[src/hdl/rotation_matrix_to_euler_macros.svh]
// Assertion macros for the rotation matrix to Euler angle top level.
`ifndef ROTATION_MATRIX_TO_EULER_MACROS_SVH
`define ROTATION_MATRIX_TO_EULER_MACROS_SVH

// Same-cycle implication, checked outside reset.
`define RME_ASSERT_IMPL(lbl, cond, conseq, msg) \
    lbl: assert property (@(posedge clk) disable iff (!rst_n) (cond) |-> (conseq)) \
        else $error(msg);

// Next-cycle implication, checked outside reset.
`define RME_ASSERT_NEXT(lbl, cond, conseq, msg) \
    lbl: assert property (@(posedge clk) disable iff (!rst_n) (cond) |=> (conseq)) \
        else $error(msg);

`endif

[src/hdl/rme_pkg.sv]
// Types and constants of the rotation matrix to Euler angle pipeline.
package rme_pkg;

    localparam int VEC_W = 46;
    localparam int ANG_W = 28;
    localparam int MAX_STEPS = 24;

    localparam logic signed [ANG_W-1:0] HALF_PI = 28'sd26353589;
    localparam logic signed [15:0] OUT_PI = 16'sd25736;

    // atan(2^-i) in units of 2^-24 rad
    localparam logic signed [ANG_W-1:0] ATAN_TAB [MAX_STEPS] = '{
        28'sd13176795, 28'sd7778716, 28'sd4110060, 28'sd2086331,
        28'sd1047214, 28'sd524117, 28'sd262123, 28'sd131069,
        28'sd65536, 28'sd32768, 28'sd16384, 28'sd8192,
        28'sd4096, 28'sd2048, 28'sd1024, 28'sd512,
        28'sd256, 28'sd128, 28'sd64, 28'sd32,
        28'sd16, 28'sd8, 28'sd4, 28'sd2
    };

    typedef struct packed {
        logic signed [VEC_W-1:0] x;
        logic signed [VEC_W-1:0] y;
        logic signed [ANG_W-1:0] z;
        logic                    zero;
    } rme_vec_t;

    typedef struct packed {
        logic [31:0] rad;
        logic [18:0] rem;
        logic [15:0] root;
    } rme_sqrt_t;

    typedef struct packed {
        logic signed [15:0] m02;
        logic signed [15:0] m12;
        logic signed [15:0] m22;
        logic signed [32:0] yaw_y;
        logic signed [32:0] yaw_x;
    } rme_side_t;

endpackage

[src/hdl/rme_sqrt_cell.sv]
// One cell of the integer square root chain: resolves one root bit.
module rme_sqrt_cell (
    input  logic                clk,
    input  logic                en,
    input  rme_pkg::rme_sqrt_t  d,
    output rme_pkg::rme_sqrt_t  q
);
    import rme_pkg::*;

    rme_sqrt_t   sq_reg;
    rme_sqrt_t   sq_next;
    logic [18:0] cand;
    logic [18:0] trial;
    logic        ge;

    always_comb
    begin
        cand  = {d.rem[16:0], d.rad[31:30]};
        trial = {1'b0, d.root, 2'b01};
        ge    = (cand >= trial);
        sq_next.rad  = {d.rad[29:0], 2'b00};
        sq_next.rem  = ge ? (cand - trial) : cand;
        sq_next.root = {d.root[14:0], ge};
    end

    always_ff @(posedge clk)
    begin
        if (en)
        begin
            sq_reg <= sq_next;
        end
    end

    assign q = sq_reg;
endmodule

[config.mk]
export PLATFORM = sky130hd
export DESIGN_NAME = rme_sqrt_cell
export DESIGN_NICKNAME = d
export VERILOG_FILES = /design/src/hdl/rotation_matrix_to_euler_macros.svh /design/src/hdl/rme_pkg.sv /design/src/hdl/rme_sqrt_cell.sv
export SDC_FILE = /design/constraint.sdc
export NUM_CORES = 1
export LEC_CHECK = 0
export BUFFER_PORTS_ARGS = -buffer_cell sky130_fd_sc_hd__buf_2
export CORE_ASPECT_RATIO = 0.5
export CORE_MARGIN = 3
export CORE_UTILIZATION = 47
export DETAILED_ROUTE_END_ITERATION = 10
export MAX_ROUTING_LAYER = met4
export PLACE_DENSITY = 0.89
export SKIP_CTS_REPAIR_TIMING = 1
export SYNTH_ARGS = -nofsm -noshare
export SYNTH_HDL_FRONTEND = slang
export SYNTH_SLANG_ARGS = --single-unit
[constraint.sdc]
create_clock -name clk -period 3.3 [get_ports clk]
set_clock_uncertainty 0.2 [all_clocks]
set_input_delay 0.495 -clock clk [delete_from_list [all_inputs] [get_ports clk]]
set_output_delay 0.495 -clock clk [all_outputs]
set_load 0.02 [all_outputs]
# ---- Word level (Yosys, flattened, before mapping)
# Cells that the tools add are included.
dict set report classes {
  n_addsub 1
  n_mul 0
  n_div 0
  n_lt_le_gt_ge 1
  n_eq_ne 0
  n_shift 0
  n_mux 1
  bitwise 0
  n_reduce_logical 0
}
# operator n
set ops {}
lappend ops {{>= comparator 19 x 18 -> 1 bit} 1}
lappend ops {{2-to-1 mux 19 bit} 1}
lappend ops {{subtractor 19 x 18 -> 19 bit} 1}
dict set report totals {
  register_bits 65
  latchBits 0
  ramBits 0
  rom_bits 0
  input_bits 69
  elab_cells 6
  memories 0
}

# ---- Logic depth before layout (Yosys ltp)
dict set report logic_depth {
  word_depth 2
  mapped_depth 10
  ltp_nobuf 9
}

# ---- Worst setup path before layout
# Ideal clock, no wire load.
dict set report synth_timing {
  path_type {input-to-reg}
  start {input d[14] (netlist bit)}
  end {register sq_reg (netlist bit q[26]) (data pin)}
  setup_ps 260
  arrival_ps 2255
  t_required_ps 2840
  setup_slack_ps 585
  path_stages 8
  path_buffers 0
  path_cell_list {inv_1 -> ha_1 -> a21o_1 -> a211o_1 -> a31oi_2 -> o21ai_1 -> a31oi_4 -> mux2_2}
}
# element line_no
set synth_lines {}
lappend synth_lines {{start: declaration} rme_sqrt_cell.sv:5} ;# input rme_pkg::rme_sqrt_t d,
lappend synth_lines {{end signal: assignment} rme_sqrt_cell.sv:30} ;# sq_reg <= sq_next;
lappend synth_lines {{end: declaration} rme_sqrt_cell.sv:10} ;# rme_sqrt_t sq_reg;

==> load_flow_metrics.sql <==
INSERT INTO impl_metrics (metric_group, metric, value, unit) VALUES
('outcome', 'run_status', 'finished clean', ''),
('sta', 'final.setup.tns', '0', 'ns'),
('sta', 'timing_hold_violations_final', '0', ''),
('logic_synthesis', 'register_bit_count_reported_by_yosys', '65', ''),
('worst_setup_path', 'path_max_fanout', '12', ''),
('clocking', 'clock_sink_count', '65', ''),
('final_layout', 'diodes', '0', ''),
('logic_synthesis', 'synth_common_cells', 'edfxtp_1 (65), inv_1 (22), o21ai_0 (21), ha_1 (18), nand2_1 (17)', ''),
('clocking', 'cts_root_buffer', 'clkbuf_16', ''),
('power', 'power.static_leakage', '1.904', 'nW'),
('sta', 'max_slew_margin', '62.47', '%'),
('sta', 'whs', '0.1413', 'ns'),
('place', 'port-buffer-count', '131', ''),
('floorplanning', 'fp.dieW', '121', 'microns'),
('worst_setup_path', 'critPathTopFamily', 'compound AO/OA/AOI/OAI gates', ''),
('clocking', 'cts_inserted_buffers', '9', ''),
('final_layout', 'drive_gt1_share', '41.25', '%'),
('global_routing', 'globalRouteTotalUtil', '19.02', '%'),
('sta', 'timing_worst_slew_pin_value', '0.5629', 'ns'),
('place', 'dpl.cell_count', '455', ''),
('logic_synthesis', 'post-synth-top-area-cell', 'edfxtp_1', ''),
('final_layout', 'n_fill_cell', '454', ''),
('route', 'routedWlPerCell', '14.73', 'microns'),
('place', 'routabilityCongestion', '0.8151', ''),
('worst_setup_path', 'timing.critical_path.cells', 'buf_2 > inv_1 > ha_1 > and3_1 > and4_1 > a31oi_2 > o21ai_1 > a31oi_4 > buf_12 > a211oi_1 > a21o_1', ''),
('sta', 'timing_max_transition_violations_final', '0', ''),
('worst_setup_path', 'maximum_single_stage_delay_on_the_critical_path', '0.36', 'ns'),
('route', 'drt-vias-per-instance', '5.023', ''),
('floorplanning', 'die_h', '63.50', 'microns'),
('power', 'internal_power_of_the_cells', '1.777', 'mW'),
('sta', 'grt_setup_unrepaired', 'no', ''),
('worst_setup_path', 'worstSetupStartpoint', 'd[6]', ''),
('sta', 'setup_viol_count_final', '0', ''),
('route', 'detail_route.iter0.violations', '158', ''),
('global_routing', 'initial_antenna_violation_count', '0', ''),
('final_layout', 'register_area', '1952', 'sq um'),
('floorplanning', 'boundaryPins', '136', ''),
('worst_setup_path', 'setup.worst_path.start_class', 'primary input', ''),
('route', 'finalWirelength', '6937', 'microns'),
('clocking', 'cts-root-to-sink-buffers', '2', ''),
('worst_setup_path', 'criticalPathCategory', 'in2reg', ''),
('sta', 'post-route-period-util', '86.00', '%'),
('logic_synthesis', 'yosysMostFrequentCell', 'edfxtp_1', ''),
('worst_setup_path', 'logic_depth_of_the_worst_path_buffers_included', '11', ''),
('floorplanning', 'starting_utilization_of_the_core_area', '49.88', '%'),
('logic_synthesis', 'synth.top_cells.by_area', 'edfxtp_1 (63%), ha_1 (7.2%), o21ai_0 (3.4%), inv_1 (2.7%), xor2_1 (2.5%)', ''),
('job', 'maxCapViolCount', '0', ''),
('logic_synthesis', 'yosysSeqAreaShare', '62.80', '%'),
('global_routing', 'gr-usage-met2', '33.59', '%'),
('global_routing', 'grt_pass1_wl', '10980', 'microns'),
('route', 'antenna_violating_nets_post_route', '0', ''),
('power', 'netSwitchingPower', '661.2', 'uW'),
('min_path', 'timing.hold.worst.class', 'in2reg', ''),
('worst_setup_path', 'critPathCaptureType', 'flip-flop', ''),
('logic_synthesis', 'postSynthCellCount', '236', ''),
('power', 'clock_power_share', '37.8', '%'),
('final_layout', 'largest_register_ffs', '65', ''),
('global_routing', 'top_usage_layer', 'met2', ''),
('logic_synthesis', 'synth_enable_flop_cells', '65', ''),
('clocking', 'clock_tree_from_tritoncts', 'done', ''),
('power', 'ir_drop', '256.8', 'uV'),
('global_routing', 'vias_in_the_first_global_route', '2351', ''),
('worst_setup_path', 'critical_path.slowest_cell', 'a31oi_4', ''),
('worst_setup_path', 'cp.arrival', '2.72', 'ns'),
('clocking', 'clkSlewWorstSetupHoldPaths', '0.05', 'ns'),
('floorplanning', 'design.die.area', '7684', 'sq um'),
('global_routing', 'gr-usage-met1', '20.70', '%'),
('final_layout', 'multi_input_comb_area', '1032', 'sq um'),
('place', 'pre_cts_ws', '0.1505', 'ns'),
('logic_synthesis', 'ys_dominant_reg_cell', 'edfxtp_1', ''),
('route', 'route.detailed.drc', '0', '');
==> logic make-up (layout without fill, tap and decap cells) <==
logic type	after synthesis	after routing	share of synthesized area (%)
mux	2	2	0.6844
xor+xnor	14	14	3.945
fa+ha+maj	18	18	7.247
other cells	1	2	0.1207
flops	65	65	62.80
compound gates	62	62	13.65
buf+inv	28	174	4.106
simple gates	46	46	7.448
==> through the flow <==
stage	cell area, sq um	power, mW	util (%)
3_3_place_gp	3895	1.509	62.51
6_report	4192	2.438	67.27
5_1_grt	4192	2.544	67.27
3_5_place_dp	3895	1.528	62.51
2_1_floorplan	3112	1.347	-
4_1_cts	4192	2.460	67.27
==> cell usage in the layout, fill, tap and decap left out, types with 3 or more instances in the layout <==
| cell type | n |
|---|---|
| buf_2 | 131 |
| edfxtp_1 | 65 |
| inv_1 | 22 |
| o21ai_0 | 21 |
| ha_1 | 18 |
| nand2_1 | 17 |
| nor2_1 | 10 |
| a21o_1 | 9 |
| xor2_1 | 9 |
| clkbuf_16 | 9 |
| a21oi_1 | 7 |
| nand3_1 | 5 |
| xnor2_1 | 5 |
| o211ai_1 | 4 |
| o21a_1 | 3 |
| nor3_1 | 3 |
| buf_4 | 3 |
==> layout make-up <==
cell class | instances | area share (%)
timing repair buffer | 136 | 17.13
clock inverter | 7 | 1.701
clock buffer | 9 | 5.373
sequential | 65 | 46.57
multi-input combinational | 144 | 24.63
inverter | 22 | 1.970
tap | 88 | 2.627
==> per-layer routing <==
metal | wire (microns) | share of wire, %
met5 | 0 | 0
met4 | 57 | 0.82
met2 | 3662 | 53
met1 | 2769 | 40
met3 | 448 | 6.5
==> power groups by stage <==
stage / logic [mW] / registers (mW) / clock network, mW
2_1_floorplan: 0.187 / 1.16 / 0
3_3_place_gp: 0.466 / 1.04 / 0
3_5_place_dp: 0.480 / 1.05 / 0
4_1_cts: 0.486 / 1.03 / 0.942
5_1_grt: 0.528 / 1.04 / 0.978
6_report: 0.485 / 1.03 / 0.923
==> worst min path at each step <==
stage	start	to	cells past startpoint
after floorplan	d[9]	q[10]	0
after global placement	d[43]	q[45]	1
after detailed placement	d[64]	q[66]	1
after CTS	d[63]	q[65]	1
after global routing	d[35]	q[37]	1
final	d[37]	q[39]	1
No activity file was read; power rests on OpenSTA's default activity.
