`src/hdl/rotation_matrix_to_euler_macros.svh`:
```
// Assertion macros for the rotation matrix to Euler angle top level.
`ifndef ROTATION_MATRIX_TO_EULER_MACROS_SVH
`define ROTATION_MATRIX_TO_EULER_MACROS_SVH

// Same-cycle implication, checked outside reset.
`define RME_ASSERT_IMPL(lbl, cond, conseq, msg) \
    lbl: assert property (@(posedge clk) disable iff (!rst_n) (cond) |-> (conseq)) \
        else $error(msg);

// Next-cycle implication, checked outside reset.
`define RME_ASSERT_NEXT(lbl, cond, conseq, msg) \
    lbl: assert property (@(posedge clk) disable iff (!rst_n) (cond) |=> (conseq)) \
        else $error(msg);

`endif

```
`src/hdl/rme_pkg.sv`:
```
// Types and constants of the rotation matrix to Euler angle pipeline.
package rme_pkg;

    localparam int VEC_W = 46;
    localparam int ANG_W = 28;
    localparam int MAX_STEPS = 24;

    localparam logic signed [ANG_W-1:0] HALF_PI = 28'sd26353589;
    localparam logic signed [15:0] OUT_PI = 16'sd25736;

    // atan(2^-i) in units of 2^-24 rad
    localparam logic signed [ANG_W-1:0] ATAN_TAB [MAX_STEPS] = '{
        28'sd13176795, 28'sd7778716, 28'sd4110060, 28'sd2086331,
        28'sd1047214, 28'sd524117, 28'sd262123, 28'sd131069,
        28'sd65536, 28'sd32768, 28'sd16384, 28'sd8192,
        28'sd4096, 28'sd2048, 28'sd1024, 28'sd512,
        28'sd256, 28'sd128, 28'sd64, 28'sd32,
        28'sd16, 28'sd8, 28'sd4, 28'sd2
    };

    typedef struct packed {
        logic signed [VEC_W-1:0] x;
        logic signed [VEC_W-1:0] y;
        logic signed [ANG_W-1:0] z;
        logic                    zero;
    } rme_vec_t;

    typedef struct packed {
        logic [31:0] rad;
        logic [18:0] rem;
        logic [15:0] root;
    } rme_sqrt_t;

    typedef struct packed {
        logic signed [15:0] m02;
        logic signed [15:0] m12;
        logic signed [15:0] m22;
        logic signed [32:0] yaw_y;
        logic signed [32:0] yaw_x;
    } rme_side_t;

endpackage

```
`src/hdl/rme_cordic_cell.sv`:
```
// One vectoring CORDIC micro-rotation cell with a fixed shift.
module rme_cordic_cell #(
    parameter int STEP = 0
) (
    input  logic               clk,
    input  logic               en,
    input  rme_pkg::rme_vec_t  d,
    output rme_pkg::rme_vec_t  q
);
    import rme_pkg::*;

    rme_vec_t                vec_reg;
    rme_vec_t                vec_next;
    logic signed [VEC_W-1:0] xs;
    logic signed [VEC_W-1:0] ys;

    always_comb
    begin
        xs = d.x >>> STEP;
        ys = d.y >>> STEP;
        vec_next.zero = d.zero;
        if (!d.y[VEC_W-1])
        begin
            vec_next.x = d.x + ys;
            vec_next.y = d.y - xs;
            vec_next.z = d.z + ATAN_TAB[STEP];
        end
        else
        begin
            vec_next.x = d.x - ys;
            vec_next.y = d.y + xs;
            vec_next.z = d.z - ATAN_TAB[STEP];
        end
    end

    always_ff @(posedge clk)
    begin
        if (en)
        begin
            vec_reg <= vec_next;
        end
    end

    assign q = vec_reg;
endmodule

```
`config.mk`:
```
export PLATFORM = sky130hd
export DESIGN_NAME = rme_cordic_cell
export DESIGN_NICKNAME = d
export VERILOG_FILES = /design/src/hdl/rotation_matrix_to_euler_macros.svh /design/src/hdl/rme_pkg.sv /design/src/hdl/rme_cordic_cell.sv
export SDC_FILE = /design/constraint.sdc
export NUM_CORES = 1
export LEC_CHECK = 0
export ABC_AREA = 1
export BUFFER_PORTS_ARGS = -buffer_cell sky130_fd_sc_hd__buf_2
export CELL_PAD_IN_SITES_DETAIL_PLACEMENT = 1
export CELL_PAD_IN_SITES_GLOBAL_PLACEMENT = 2
export CORE_UTILIZATION = 34
export DETAILED_ROUTE_END_ITERATION = 12
export PLACE_DENSITY_LB_ADDON = 0.1
export SETUP_SLACK_MARGIN = 0.05
export SLEW_MARGIN = 10
export SYNTH_ARGS = -nofsm -noshare
export SYNTH_HDL_FRONTEND = slang
export SYNTH_SLANG_ARGS = --single-unit
```
`constraint.sdc`:
```
create_clock -name clk -period 5.05 [get_ports clk]
set_input_delay 0.7575 -clock clk [delete_from_list [all_inputs] [get_ports clk]]
set_output_delay 0.7575 -clock clk [all_outputs]
set_load 0.02 [all_outputs]
```
After elaboration in Yosys (flattened, before gate mapping)
Cells that the tools add are included.
{"block": "word_totals", "regBits": 121, "in_bits": 123, "wordCells": 10, "out_inout_bits": 121}
{"block": "op_classes", "n_mux": 1, "addsub": 5}
{"operator": "$mux W120", "n": 1}
{"operator": "$sub A46 B46 Y46", "n": 2}
{"operator": "$add A46 B46 Y46", "n": 1}
{"operator": "$add A28 B25 Y28 const B", "n": 1}
{"operator": "$sub A28 B25 Y28 const B", "n": 1}

Depth between registers and ports, before layout
Gate-level depths: netlist (run 1).
{"block": "logic_depth", "ltp_word": 2, "depth_mapped": 17, "depth_no_buf": 16}

Least setup slack after synthesis (run 1)
No wires, ideal clock.
{"block": "synth_path", "path_type": "input to register", "startpoint": "input port d[74] (netlist name)", "endpoint": "register vec_reg (netlist bit q[27]), data pin", "t_arrival_ps": 2717, "setup_ps": 252, "path_buffers": 3, "stages": 14, "slack_ps": 2081, "t_required_ps": 4798, "cell_sequence": "clkbuf_8 inv_1 clkbuf_8 buf_2 ha_1 a21oi_1 nand2_1 nand3_1 nand2_1 a21boi_0 or2_2 nand2_1 nand2_1 nand2_1"}
{"element": "start, declared", "line_no": "rme_cordic_cell.sv:7", "source": "input rme_pkg::rme_vec_t d,"}
{"element": "end signal, assigned", "line_no": "rme_cordic_cell.sv:40", "source": "vec_reg <= vec_next;"}
{"element": "end, declared", "line_no": "rme_cordic_cell.sv:12", "source": "rme_vec_t vec_reg;"}

==> run_results.csv, run 1 <==
group,metric,value,unit
timing,setup_viol,0,
drt,via_per_inst,5.125,
finish,final_cell_count_no_fill,3832,
worst_setup_path,critPathRequiredTime,5.31,ns
finish,syn2layout_area_growth,12.17,%
worst_setup_path,worst-path-max-fanout,10,
worst_setup_path,critical_path_class,"in -> reg",
synth,syn_area,17860,um2
clock_network,clk_path_buf_depth,2,
timing,fin_setup_tns,0,ns
timing,max_freq,0.2964,GHz
clock_network,cts_tree,"done",
timing,rsz0062_at_grt,"false",
finish,layout-drive-gt1-share,0.1384,
synth,synth_fp_nets,3240,
timing,worst_pin_slew,1.025,ns
placement,place_ws,1.244,ns
drt,drc,0,
worst_setup_path,crit_path_start_kind,"input port",
finish,fin_util,0.3882,
synth,synth-edff-count,120,
placement,portBuffers,243,
worst_setup_path,crit_slowest_cell,"ha_1",
timing,setup_ws,1.677,ns
finish,layout_common_cells,"1025 x nand2_1, 531 x inv_1, 261 x nand3_1",
floorplan,start_util,0.3461,
clock_network,cts-root-buf,"clkbuf_16",
clock_network,post_cts_buffers,0,
synth,ys_seq_area_frac,0.2018,
floorplan,rows,83,
synth,async_reset_ff_frac,0,
worst_setup_path,crit_top_cell,"nand2_1",
finish,num-fill-cells,7051,
worst_setup_path,end_kind,"flop",
drt,routedWlPerCell,21.51,um
global_routing,gr-usage-all-layers,0.3113,
placement,dp_cells,3799,
worst_setup_path,cp_slowest_stage_delay,0.67,ns
drt,routed_wl,82.42,mm
timing,min_period,3.373,ns
finish,final_common_cell,"nand2_1",
job,cap_violations,0,
synth,ys_ff_latch,120,
synth,synth_ff_type,"edfxtp_1",
floorplan,core,51610,um2
global_routing,antenna_found_initial,0,
power,cellLeakagePower,11.02,nW
timing,period_share,0.6680,
drt,dr_total_vias,19640,
timing,slew_violations,0,
timing,final_hold_viol_count,0,
synth,synthCells,2936,
synth,ys_types,48,
floorplan,die_area,53450,um2
floorplan,die_h,231.2,um
timing,hold_ws,0.4306,ns
drt,postRouteAntennaNets,0,
min_path,hp-class,"in -> reg",
finish,layout.nets,3442,
placement,gp_congestion,0.9743,
outcome,status,"finished clean",
worst_setup_path,arrival,3.63,ns
synth,yosys_warnings,0,
clock_network,hold_buffers,0,
power,power_density,245.7,nW/um2
drt,drt_pre_antenna_iters,5,
placement,dp_hpwl,70.79,mm
floorplan,ios,244,
timing,slew_headroom,0.3164,
clock_network,cts_buffers,17,
synth,synth_area_per_cell,6.083,um2
drt,drt_iter0_drc,1331,
clock_network,cts_resized,0,
finish,largest_reg_flops,120,
floorplan,fp.dieW,231.2,um
global_routing,grt_overflow,0,
power,ir_drop,0.0002375,V
clock_network,cts.clk_slew.worst_paths,0.07,ns
clock_network,clock_sinks,120,
clock_network,htreeDepth,4,
global_routing,grt_pass1_wl,123.4,mm
worst_setup_path,crit_path_cell_trace,"buf_2, inv_1, ha_1, nand2_1, nor2_2, nand2_2, nor2_2, nand2_1, o21bai_1, nor2_1, nand2_1, nand2_1, nand3_1, nand2_1",
global_routing,first_global_vias,19900,
global_routing,grt_max_degree,90,
layer usage:
| layer | up-vias | GRT usage | share of wire |
|---|---|---|---|
| met3 | 81 | 0.04798 | 0.049 |
| met1 | 9494 | 0.4012 | 0.45 |
| met2 | 513 | 0.5317 | 0.48 |
| met5 | - | 0 | 0 |
| li1 | 9550 | - | - |
| met4 | 0 | 0.09292 | 0.026 |
cell families after synthesis:
| group | after synthesis | share of synthesized area |
|---|---|---|
| xor+xnor | 48 | 0.02354 |
| mux | 2 | 0.001121 |
| fa+ha+maj | 181 | 0.1285 |
| simple gates | 1681 | 0.4076 |
| compound gates | 288 | 0.09282 |
| flops | 120 | 0.2018 |
| buf+inv | 616 | 0.1447 |
power breakdown:
| group | switching [mW] | total [mW] | leakage [nW] | internal, mW |
|---|---|---|---|---|
| clock network | 0.634 | 1.29 | 0.282 | 0.654 |
| logic | 1.64 | 2.28 | 9.56 | 0.639 |
| registers | 0.0567 | 1.35 | 1.17 | 1.29 |
| total | 2.34 | 4.92 | 11.0 | 2.59 |
Yosys cell counts (3+ instances only):
master | instances | area (um2)
nand2_1 | 1025 | 3847
inv_1 | 532 | 1997
nand3_1 | 261 | 1306
nor2_1 | 214 | 803.3
ha_1 | 177 | 2215
a21oi_1 | 131 | 655.6
edfxtp_1 | 120 | 3603
o21ai_0 | 64 | 320.3
nor2_2 | 43 | 269.0
xor2_1 | 42 | 367.9
nand4_1 | 38 | 237.7
nand2_2 | 34 | 212.7
buf_4 | 31 | 232.7
o21bai_1 | 27 | 202.7
inv_2 | 18 | 67.56
nor2_4 | 18 | 202.7
o21ai_1 | 17 | 85.08
nor3_1 | 13 | 65.06
buf_6 | 12 | 135.1
o22ai_1 | 11 | 68.82
a21oi_2 | 10 | 87.58
nand2_4 | 8 | 90.09
o21ai_2 | 8 | 70.07
clkbuf_1 | 7 | 26.28
nand3_2 | 7 | 70.07
clkbuf_8 | 6 | 82.58
o21a_1 | 6 | 45.04
xnor2_1 | 6 | 52.55
buf_2 | 5 | 25.02
a21o_1 | 4 | 30.03
a31oi_1 | 4 | 25.02
and2_1 | 4 | 25.02
fa_1 | 4 | 80.08
buf_1 | 3 | 11.26
nand3b_1 | 3 | 22.52
nor4_1 | 3 | 18.77
or2_1 | 3 | 18.77
area by class of cell:
class / instances / area (um2) / area share
Timing Repair Buffer: 247 / 1255 / 0.06264
Inverter: 552 / 2074 / 0.1035
Tap cell: 680 / 850.8 / 0.04247
Sequential cell: 120 / 3603 / 0.1799
Multi-Input combinational cell: 2200 / 11670 / 0.5826
Clock inverter: 15 / 150.1 / 0.007494
Clock buffer: 17 / 425.4 / 0.02123
Antenna cell: 1 / 2.502 / 0.0001249
stage by stage:
| step | area, um2 | total power [mW] |
|---|---|---|
| final | 20030 | 4.922 |
| after global routing | 20030 | 5.207 |
| after CTS | 20030 | 4.953 |
| after detailed placement | 19460 | 3.635 |
| after global placement | 19460 | 3.600 |
| after floorplan | 17860 | 2.811 |
critical path, delay by kind of cell:
kind	cells	cell delay, ns
compound gates	1	0.41
fa+ha+maj	1	0.67
simple gates	10	1.64
buf+inv	2	0.15
worst paths after layout:
path	start	end	slack, ns	cells past startpoint
max	d[62]	q[109]	1.68	14
min	d[0]	q[0]	0.43	1
Note: power is estimated with default switching activity, not from simulation.
==> run 2, diff against run 1 <==
--- a/config.mk
+++ b/config.mk
@@ -9,7 +9,7 @@
 export BUFFER_PORTS_ARGS = -buffer_cell sky130_fd_sc_hd__buf_2
 export CELL_PAD_IN_SITES_DETAIL_PLACEMENT = 1
 export CELL_PAD_IN_SITES_GLOBAL_PLACEMENT = 2
-export CORE_UTILIZATION = 34
+export CORE_UTILIZATION = 32
 export DETAILED_ROUTE_END_ITERATION = 12
 export PLACE_DENSITY_LB_ADDON = 0.1
 export SETUP_SLACK_MARGIN = 0.05
==> constraint.sdc (replaced) <==
create_clock -name clk -period 3.12 [get_ports clk]
set_input_delay 0.468 -clock clk [delete_from_list [all_inputs] [get_ports clk]]
set_output_delay 0.468 -clock clk [all_outputs]
set_load 0.02 [all_outputs]
==> run 2 against run 1 <==
Die area up 6.2%. Via count rose by 2.0%. Highest routed layer unchanged. Critical path type unchanged. Sequential power rose by 61%. Combinational power up 74%. Largest cell class unchanged. Setup slack lost 1.4 ns. Global-route usage down 1.2 points. Hold slack got worse by 0.28 ns. Design area rose by 5.9%. Wire length grew 2.6%.
==> run_results.csv, run 2 (synthesized netlist as in run 1, its figures left out) <==
group,metric,value,unit
outcome,status,"finished clean",
worst_setup_path,critical_path_class,"in -> reg",
floorplan,die_area,56760,um2
worst_setup_path,crit_slowest_cell,"ha_1",
clock_network,post_cts_buffers,0,
timing,rsz0062_at_grt,"false",
power,power.total,8.240,mW
drt,drt_iter0_drc,1007,
timing,setup_viol,0,
min_path,hp-class,"in -> reg",
floorplan,die_h,238.3,um
placement,gp_congestion,0.9623,
finish,final_cell_count_no_fill,4042,
timing,hold_ws,0.1488,ns
finish,layout-drive-gt1-share,0.1755,
power,power_density,388.3,nW/um2
timing,final_hold_viol_count,0,
finish,finalInstanceArea,21220,um2
clock_network,htreeDepth,4,
floorplan,ios,244,
timing,worst_pin_slew,0.9370,ns
finish,largest_reg_flops,120,
clock_network,clock_sinks,120,
floorplan,rows,86,
global_routing,grt_pass1_wl,125.7,mm
worst_setup_path,arrival,3.12,ns
drt,routed_wl,84.53,mm
job,cap_violations,0,
power,ir_drop,0.0004487,V
worst_setup_path,crit_path_start_kind,"input port",
floorplan,start_util,0.3242,
timing,slew_headroom,0.3753,
worst_setup_path,crit_buf_inv,4,
floorplan,fp.dieW,238.3,um
drt,via_per_inst,4.957,
worst_setup_path,worst-path-max-fanout,9,
power,clkPwrFrac,0.254,
worst_setup_path,crit_path_cell_trace,"buf_2, inv_1, ha_1, nand2_2, inv_1, nand2_1, nand2_1, nand2_1, nand2_1, inv_1, o21ai_2, nand2_1, nand2_1, nand2_1, nand3_1, nand2_1",
min_path,holdPathEnd,"q[0]",
drt,postRouteAntennaNets,0,
clock_network,clk_path_buf_depth,2,
timing,max_freq,0.3476,GHz
worst_setup_path,critPathRequiredTime,3.36,ns
placement,dpl_cell_area,20650,um2
worst_setup_path,crit_top_cell,"nand2_1",
finish,diodes,0,
drt,dr_total_vias,20040,
placement,dp_cells,4010,
clock_network,hold_buffers,0,
clock_network,cts_tree,"done",
timing,min_period,2.877,ns
finish,syn2layout_area_growth,18.79,%
finish,fin_util,0.3851,
worst_setup_path,cp_top_family,"simple AND/OR/NAND/NOR gates",
drt,drc,0,
drt,drt_pre_antenna_iters,5,
global_routing,grt_overflow,0,
finish,layout_common_cells,"1025 x nand2_1, 531 x inv_1, 261 x nand3_1",
global_routing,antenna_found_initial,1,
power,cellLeakagePower,11.72,nW
power,power_frac_seq,0.264,
power,p_sw,3.806,mW
clock_network,cts_resized,0,
min_path,holdPathStages,1,
drt,routedWlPerCell,20.91,um
clock_network,cts.clk_slew.worst_paths,0.07,ns
power,switching_share,0.4619,
power,comb_power_share,0.482,
timing,period_share,0.9222,
global_routing,grt_max_degree,93,
worst_setup_path,end_kind,"flop",
floorplan,core,55090,um2
placement,portBuffers,243,
global_routing,gr-usage-all-layers,0.2994,
global_routing,first_global_vias,20860,
power,p_int,4.433,mW
finish,final_common_cell,"nand2_1",
worst_setup_path,cp_slowest_stage_delay,0.50,ns
finish,layout.nets,3585,
clock_network,cts_buffers,17,
finish,num-fill-cells,7490,
min_path,min_from,"d[0]",
timing,slew_violations,0,
clock_network,cts-root-buf,"clkbuf_16",
placement,dp_hpwl,72.90,mm
==> run 2: cell types whose count changed in the layout (fill, tap and decap cells not counted), moves of 2 or more <==
| cell | delta |
|---|---|
| buf_12 | +3 |
| buf_4 | +140 |
| clkinv_2 | +2 |
| inv_8 | -4 |
==> run 2: worst max path at each step <==
stage,startpoint,end,cells past startpoint,slack (ns)
final,d[31],q[60],16,0.24
after detailed placement,d[31],q[60],16,-0.23
after floorplan,d[74],q[27],14,0.44
after CTS,d[31],q[60],16,0.32
after global placement,d[31],q[60],16,-0.19
after global routing,d[31],q[60],16,0.09
==> run 2: per-layer routing <==
layer	up-vias	track usage	wire, um
met5	-	0	0
met2	457	0.5130	40090
met3	109	0.03228	3103
li1	9832	-	-
met1	9639	0.3827	38330
met4	0	0.1183	3007
==> run 2: cell type report <==
| type | count | area, um2 | share of cell area |
|---|---|---|---|
| Multi-Input combinational cell | 2200 | 11670 | 0.5501 |
| Sequential cell | 120 | 3603 | 0.1698 |
| Timing Repair Buffer | 390 | 2366 | 0.1115 |
| Inverter | 552 | 2074 | 0.09777 |
| Tap cell | 748 | 935.9 | 0.04411 |
| Clock buffer | 18 | 429.2 | 0.02023 |
| Clock inverter | 14 | 136.4 | 0.006428 |
==> run 2: metrics by stage <==
step	setup WS (ns)	setup TNS, ns
2_1_floorplan	0.4402	0
3_3_place_gp	-0.1947	-0.4981
3_5_place_dp	-0.2262	-0.4494
4_1_cts	0.3219	0
5_1_grt	0.08707	0
6_report	0.2427	0
==> run 2: power groups by stage <==
stage                     Clock, mW  Sequential, mW  Combinational [mW]
after detailed placement          0            2.22                3.93
after floorplan                   0            2.50                2.06
final                          2.09            2.18                3.97
after global placement            0            2.21                3.87
after CTS                      2.16            2.19                3.95
after global routing           2.19            2.20                4.32
==> run 3, diff against run 2 <==
--- a/config.mk
+++ b/config.mk
@@ -5,11 +5,10 @@
 export SDC_FILE = /design/constraint.sdc
 export NUM_CORES = 1
 export LEC_CHECK = 0
-export ABC_AREA = 1
 export BUFFER_PORTS_ARGS = -buffer_cell sky130_fd_sc_hd__buf_2
 export CELL_PAD_IN_SITES_DETAIL_PLACEMENT = 1
 export CELL_PAD_IN_SITES_GLOBAL_PLACEMENT = 2
-export CORE_UTILIZATION = 32
+export CORE_UTILIZATION = 34
 export DETAILED_ROUTE_END_ITERATION = 12
 export PLACE_DENSITY_LB_ADDON = 0.1
 export SETUP_SLACK_MARGIN = 0.05
==> run 3 against run 2 <==
Fmax decreased by 5.2%. Core utilization increased by 13 points. Synthesized cell count decreased by 46%. Critical path type unchanged. Sequential share of layout area increased by 1.2 points.
==> run_results.csv, run 3 <==
group,metric,value,unit
outcome,status,"finished clean",
timing,max_freq,0.3295,GHz
finish,fin_util,0.5120,
worst_setup_path,crit_path_start_kind,"input port",
drt,postRouteAntennaNets,0,
worst_setup_path,crit_path_start,"d[31]",
clock_network,clock_sinks,120,
power,power.total,8.269,mW
drt,drc,0,
power,p_sw,3.194,mW
drt,dr_total_vias,14760,
synth,synthCells,1598,
placement,dp_cells,2748,
synth,synth-simple-area-share,0.1291,
synth,synth_area_per_cell,8.340,um2
placement,gp_congestion,0.9593,
power,cellLeakagePower,9.190,nW
synth,synth_ff_type,"edfxtp_1",
synth,synth_top_family_by_area,"compound AO/OA/AOI/OAI gates",
global_routing,grt_overflow,0,
synth,yosys-top-cells-area,"edfxtp_1 27%, ha_1 17%, a21oi_1 8.3%",
timing,rsz0062_at_grt,"true",
timing,hold_ws,0.2008,ns
synth,async_reset_ff_frac,0,
synth,synth-edff-count,120,
synth,ys_types,76,
timing,slew_violations,0,
placement,dpl_cell_area,18380,um2
synth,synth_xor_area_frac,0.07492,
timing,worst_pin_slew,0.9888,ns
floorplan,die_h,200.0,um
finish,final_cell_count_no_fill,2791,
clock_network,htreeDepth,4,
power,clkPwrFrac,0.247,
job,cap_violations,0,
finish,seq_area,3603,um2
min_path,holdPathStages,1,
synth,ys_ff_latch,120,
synth,synth_compound_area_frac,0.2689,
timing,period_share,0.9728,
finish,layout.nets,2564,
global_routing,grt_max_degree,62,
finish,finalInstanceArea,19790,um2
drt,via_per_inst,5.290,
synth,yosysTopAreaCellShare,0.2704,
worst_setup_path,end_kind,"flop",
synth,synthMuxAreaShare,0.02103,
clock_network,cts_tree,"done",
finish,layout_common_cells,"459 x buf_4, 239 x buf_2, 196 x a21oi_1",
timing,final_hold_viol_count,0,
synth,yosys.area_share.adder,0.1722,
finish,num-fill-cells,4693,
placement,portBuffers,243,
synth,ys_top_cells_by_count,"220 x a21oi_1, 177 x ha_1, 148 x inv_1, 127 x nor2_1, 120 x edfxtp_1",
power,p_int,5.075,mW
min_path,hp-class,"in -> reg",
drt,drt_pre_antenna_iters,5,
floorplan,core,38650,um2
timing,setup_viol,0,
synth,yosysTopAreaCell,"edfxtp_1",
floorplan,die_area,40000,um2
clock_network,cts_buffers,17,
global_routing,first_global_vias,15410,
drt,drt_iter0_drc,835,
timing,slew_headroom,0.3408,
power,power_density,417.9,nW/um2
drt,routedWlPerCell,21.12,um
power,power_frac_seq,0.272,
drt,routed_wl,58.93,mm
placement,place_ws,-0.6668,ns
global_routing,grt_pass1_wl,88.23,mm
floorplan,start_util,0.3449,
power,comb_power_share,0.481,
finish,layout-drive-gt1-share,0.3863,
timing,min_period,3.035,ns
worst_setup_path,critical_path_class,"in -> reg",
synth,yosysMostFrequentCell,"a21oi_1",
min_path,holdPathEnd,"q[0]",
synth,yosys_warnings,0,
floorplan,fp.dieW,200.0,um
synth,ys_seq_area_frac,0.2704,
finish,diodes,0,
clock_network,cts.clk_slew.worst_paths,0.06,ns
global_routing,antenna_found_initial,1,
global_routing,gr-usage-all-layers,0.2931,
min_path,min_from,"d[0]",
finish,largest_reg_flops,120,
worst_setup_path,critPathRequiredTime,3.32,ns
floorplan,rows,72,
worst_setup_path,arrival,3.23,ns
power,switching_share,0.3863,
finish,final_common_cell,"buf_4",
worst_setup_path,worst-path-max-fanout,4,
timing,fin_setup_tns,0,ns
power,ir_drop,0.0004292,V
clock_network,clk_path_buf_depth,2,
placement,dp_hpwl,48.69,mm
floorplan,ios,244,
finish,multi_input_area,9663,um2
synth,synth_fp_nets,1902,
clock_network,hold_buffers,0,
clock_network,cts-root-buf,"clkbuf_16",
finish,syn2layout_area_growth,48.48,%
timing,setup_ws,0.08487,ns
synth,syn_area,13330,um2
==> run 3: changes by cell type after synthesis, sizes merged, moves of 20 or more <==
cell and change:
xnor2 +91, a21oi +80, xor2 -25, o21bai +20
a21o +34, nand2 -978, nand3 -246, o21ai +22
mux2i +26, nor2 -149, inv -399
==> run 3: layout make-up <==
cell class | count | share of cell area
clock inverters | 10 | 0.006449
inverters | 153 | 0.02908
clock buffers | 22 | 0.02245
flip-flops and latches | 120 | 0.1821
multi-input cells | 1264 | 0.4883
repair buffers | 704 | 0.2389
well taps | 518 | 0.03275
==> run 3: logic make-up (layout without fill, tap and decap cells) <==
kind of cell / after synthesis / in the layout
muxes: 28 / 28
adders and majority gates: 181 / 181
DFF: 120 / 120
buffers and inverters: 214 / 889
xor gates and xnor gates: 114 / 114
AOI/OAI and AO/OA: 572 / 572
and+or+nand+nor: 369 / 369
==> run 3: per-layer routing <==
layer / share of wire / up-vias / GRT usage / wire length [um]
li1: - / 7080 / - / -
met1: 0.45 / 7203 / 0.3816 / 26320
met2: 0.47 / 396 / 0.4920 / 27910
met3: 0.054 / 83 / 0.04805 / 3192
met4: 0.025 / 2 / 0.09528 / 1495
met5: 0.00020 / - / 0 / 12
==> run 3: what timing repair did <==
item	4_1_cts	5_1_grt
setup endpoints to repair	38	47
pin swaps	7	47
resized for setup	36	123
setup buffers	2	10
==> run 3: worst max-delay path by stage <==
stage / cells past startpoint / slack (ns) / end
global placement: 15 / -0.62 / q[110]
detailed placement: 14 / -0.67 / q[113]
global route: 17 / 0.02 / q[73]
CTS: 17 / 0.04 / q[105]
finish: 15 / 0.08 / q[110]
floorplan: 15 / 0.05 / q[25]
==> run 3: power by group through the flow <==
stage,Clock [mW],Sequential (mW),Combinational [mW]
floorplan,0,2.61,1.59
global placement,0,2.28,3.65
finish,2.04,2.25,3.98
CTS,2.07,2.26,3.79
detailed placement,0,2.28,3.71
global route,2.11,2.28,4.27
==> run 3: critical path, stage by stage <==
cell,delay [ns]
buf_2,0.11
ha_2,0.20
or2_4,0.26
o211ai_4,0.23
a31oi_4,0.17
a2111oi_4,0.41
buf_4,0.18
nor3_1,0.05
a31oi_1,0.25
buf_4,0.19
nand3_1,0.08
buf_6,0.15
a21oi_2,0.19
a21oi_1,0.13
xnor2_1,0.18
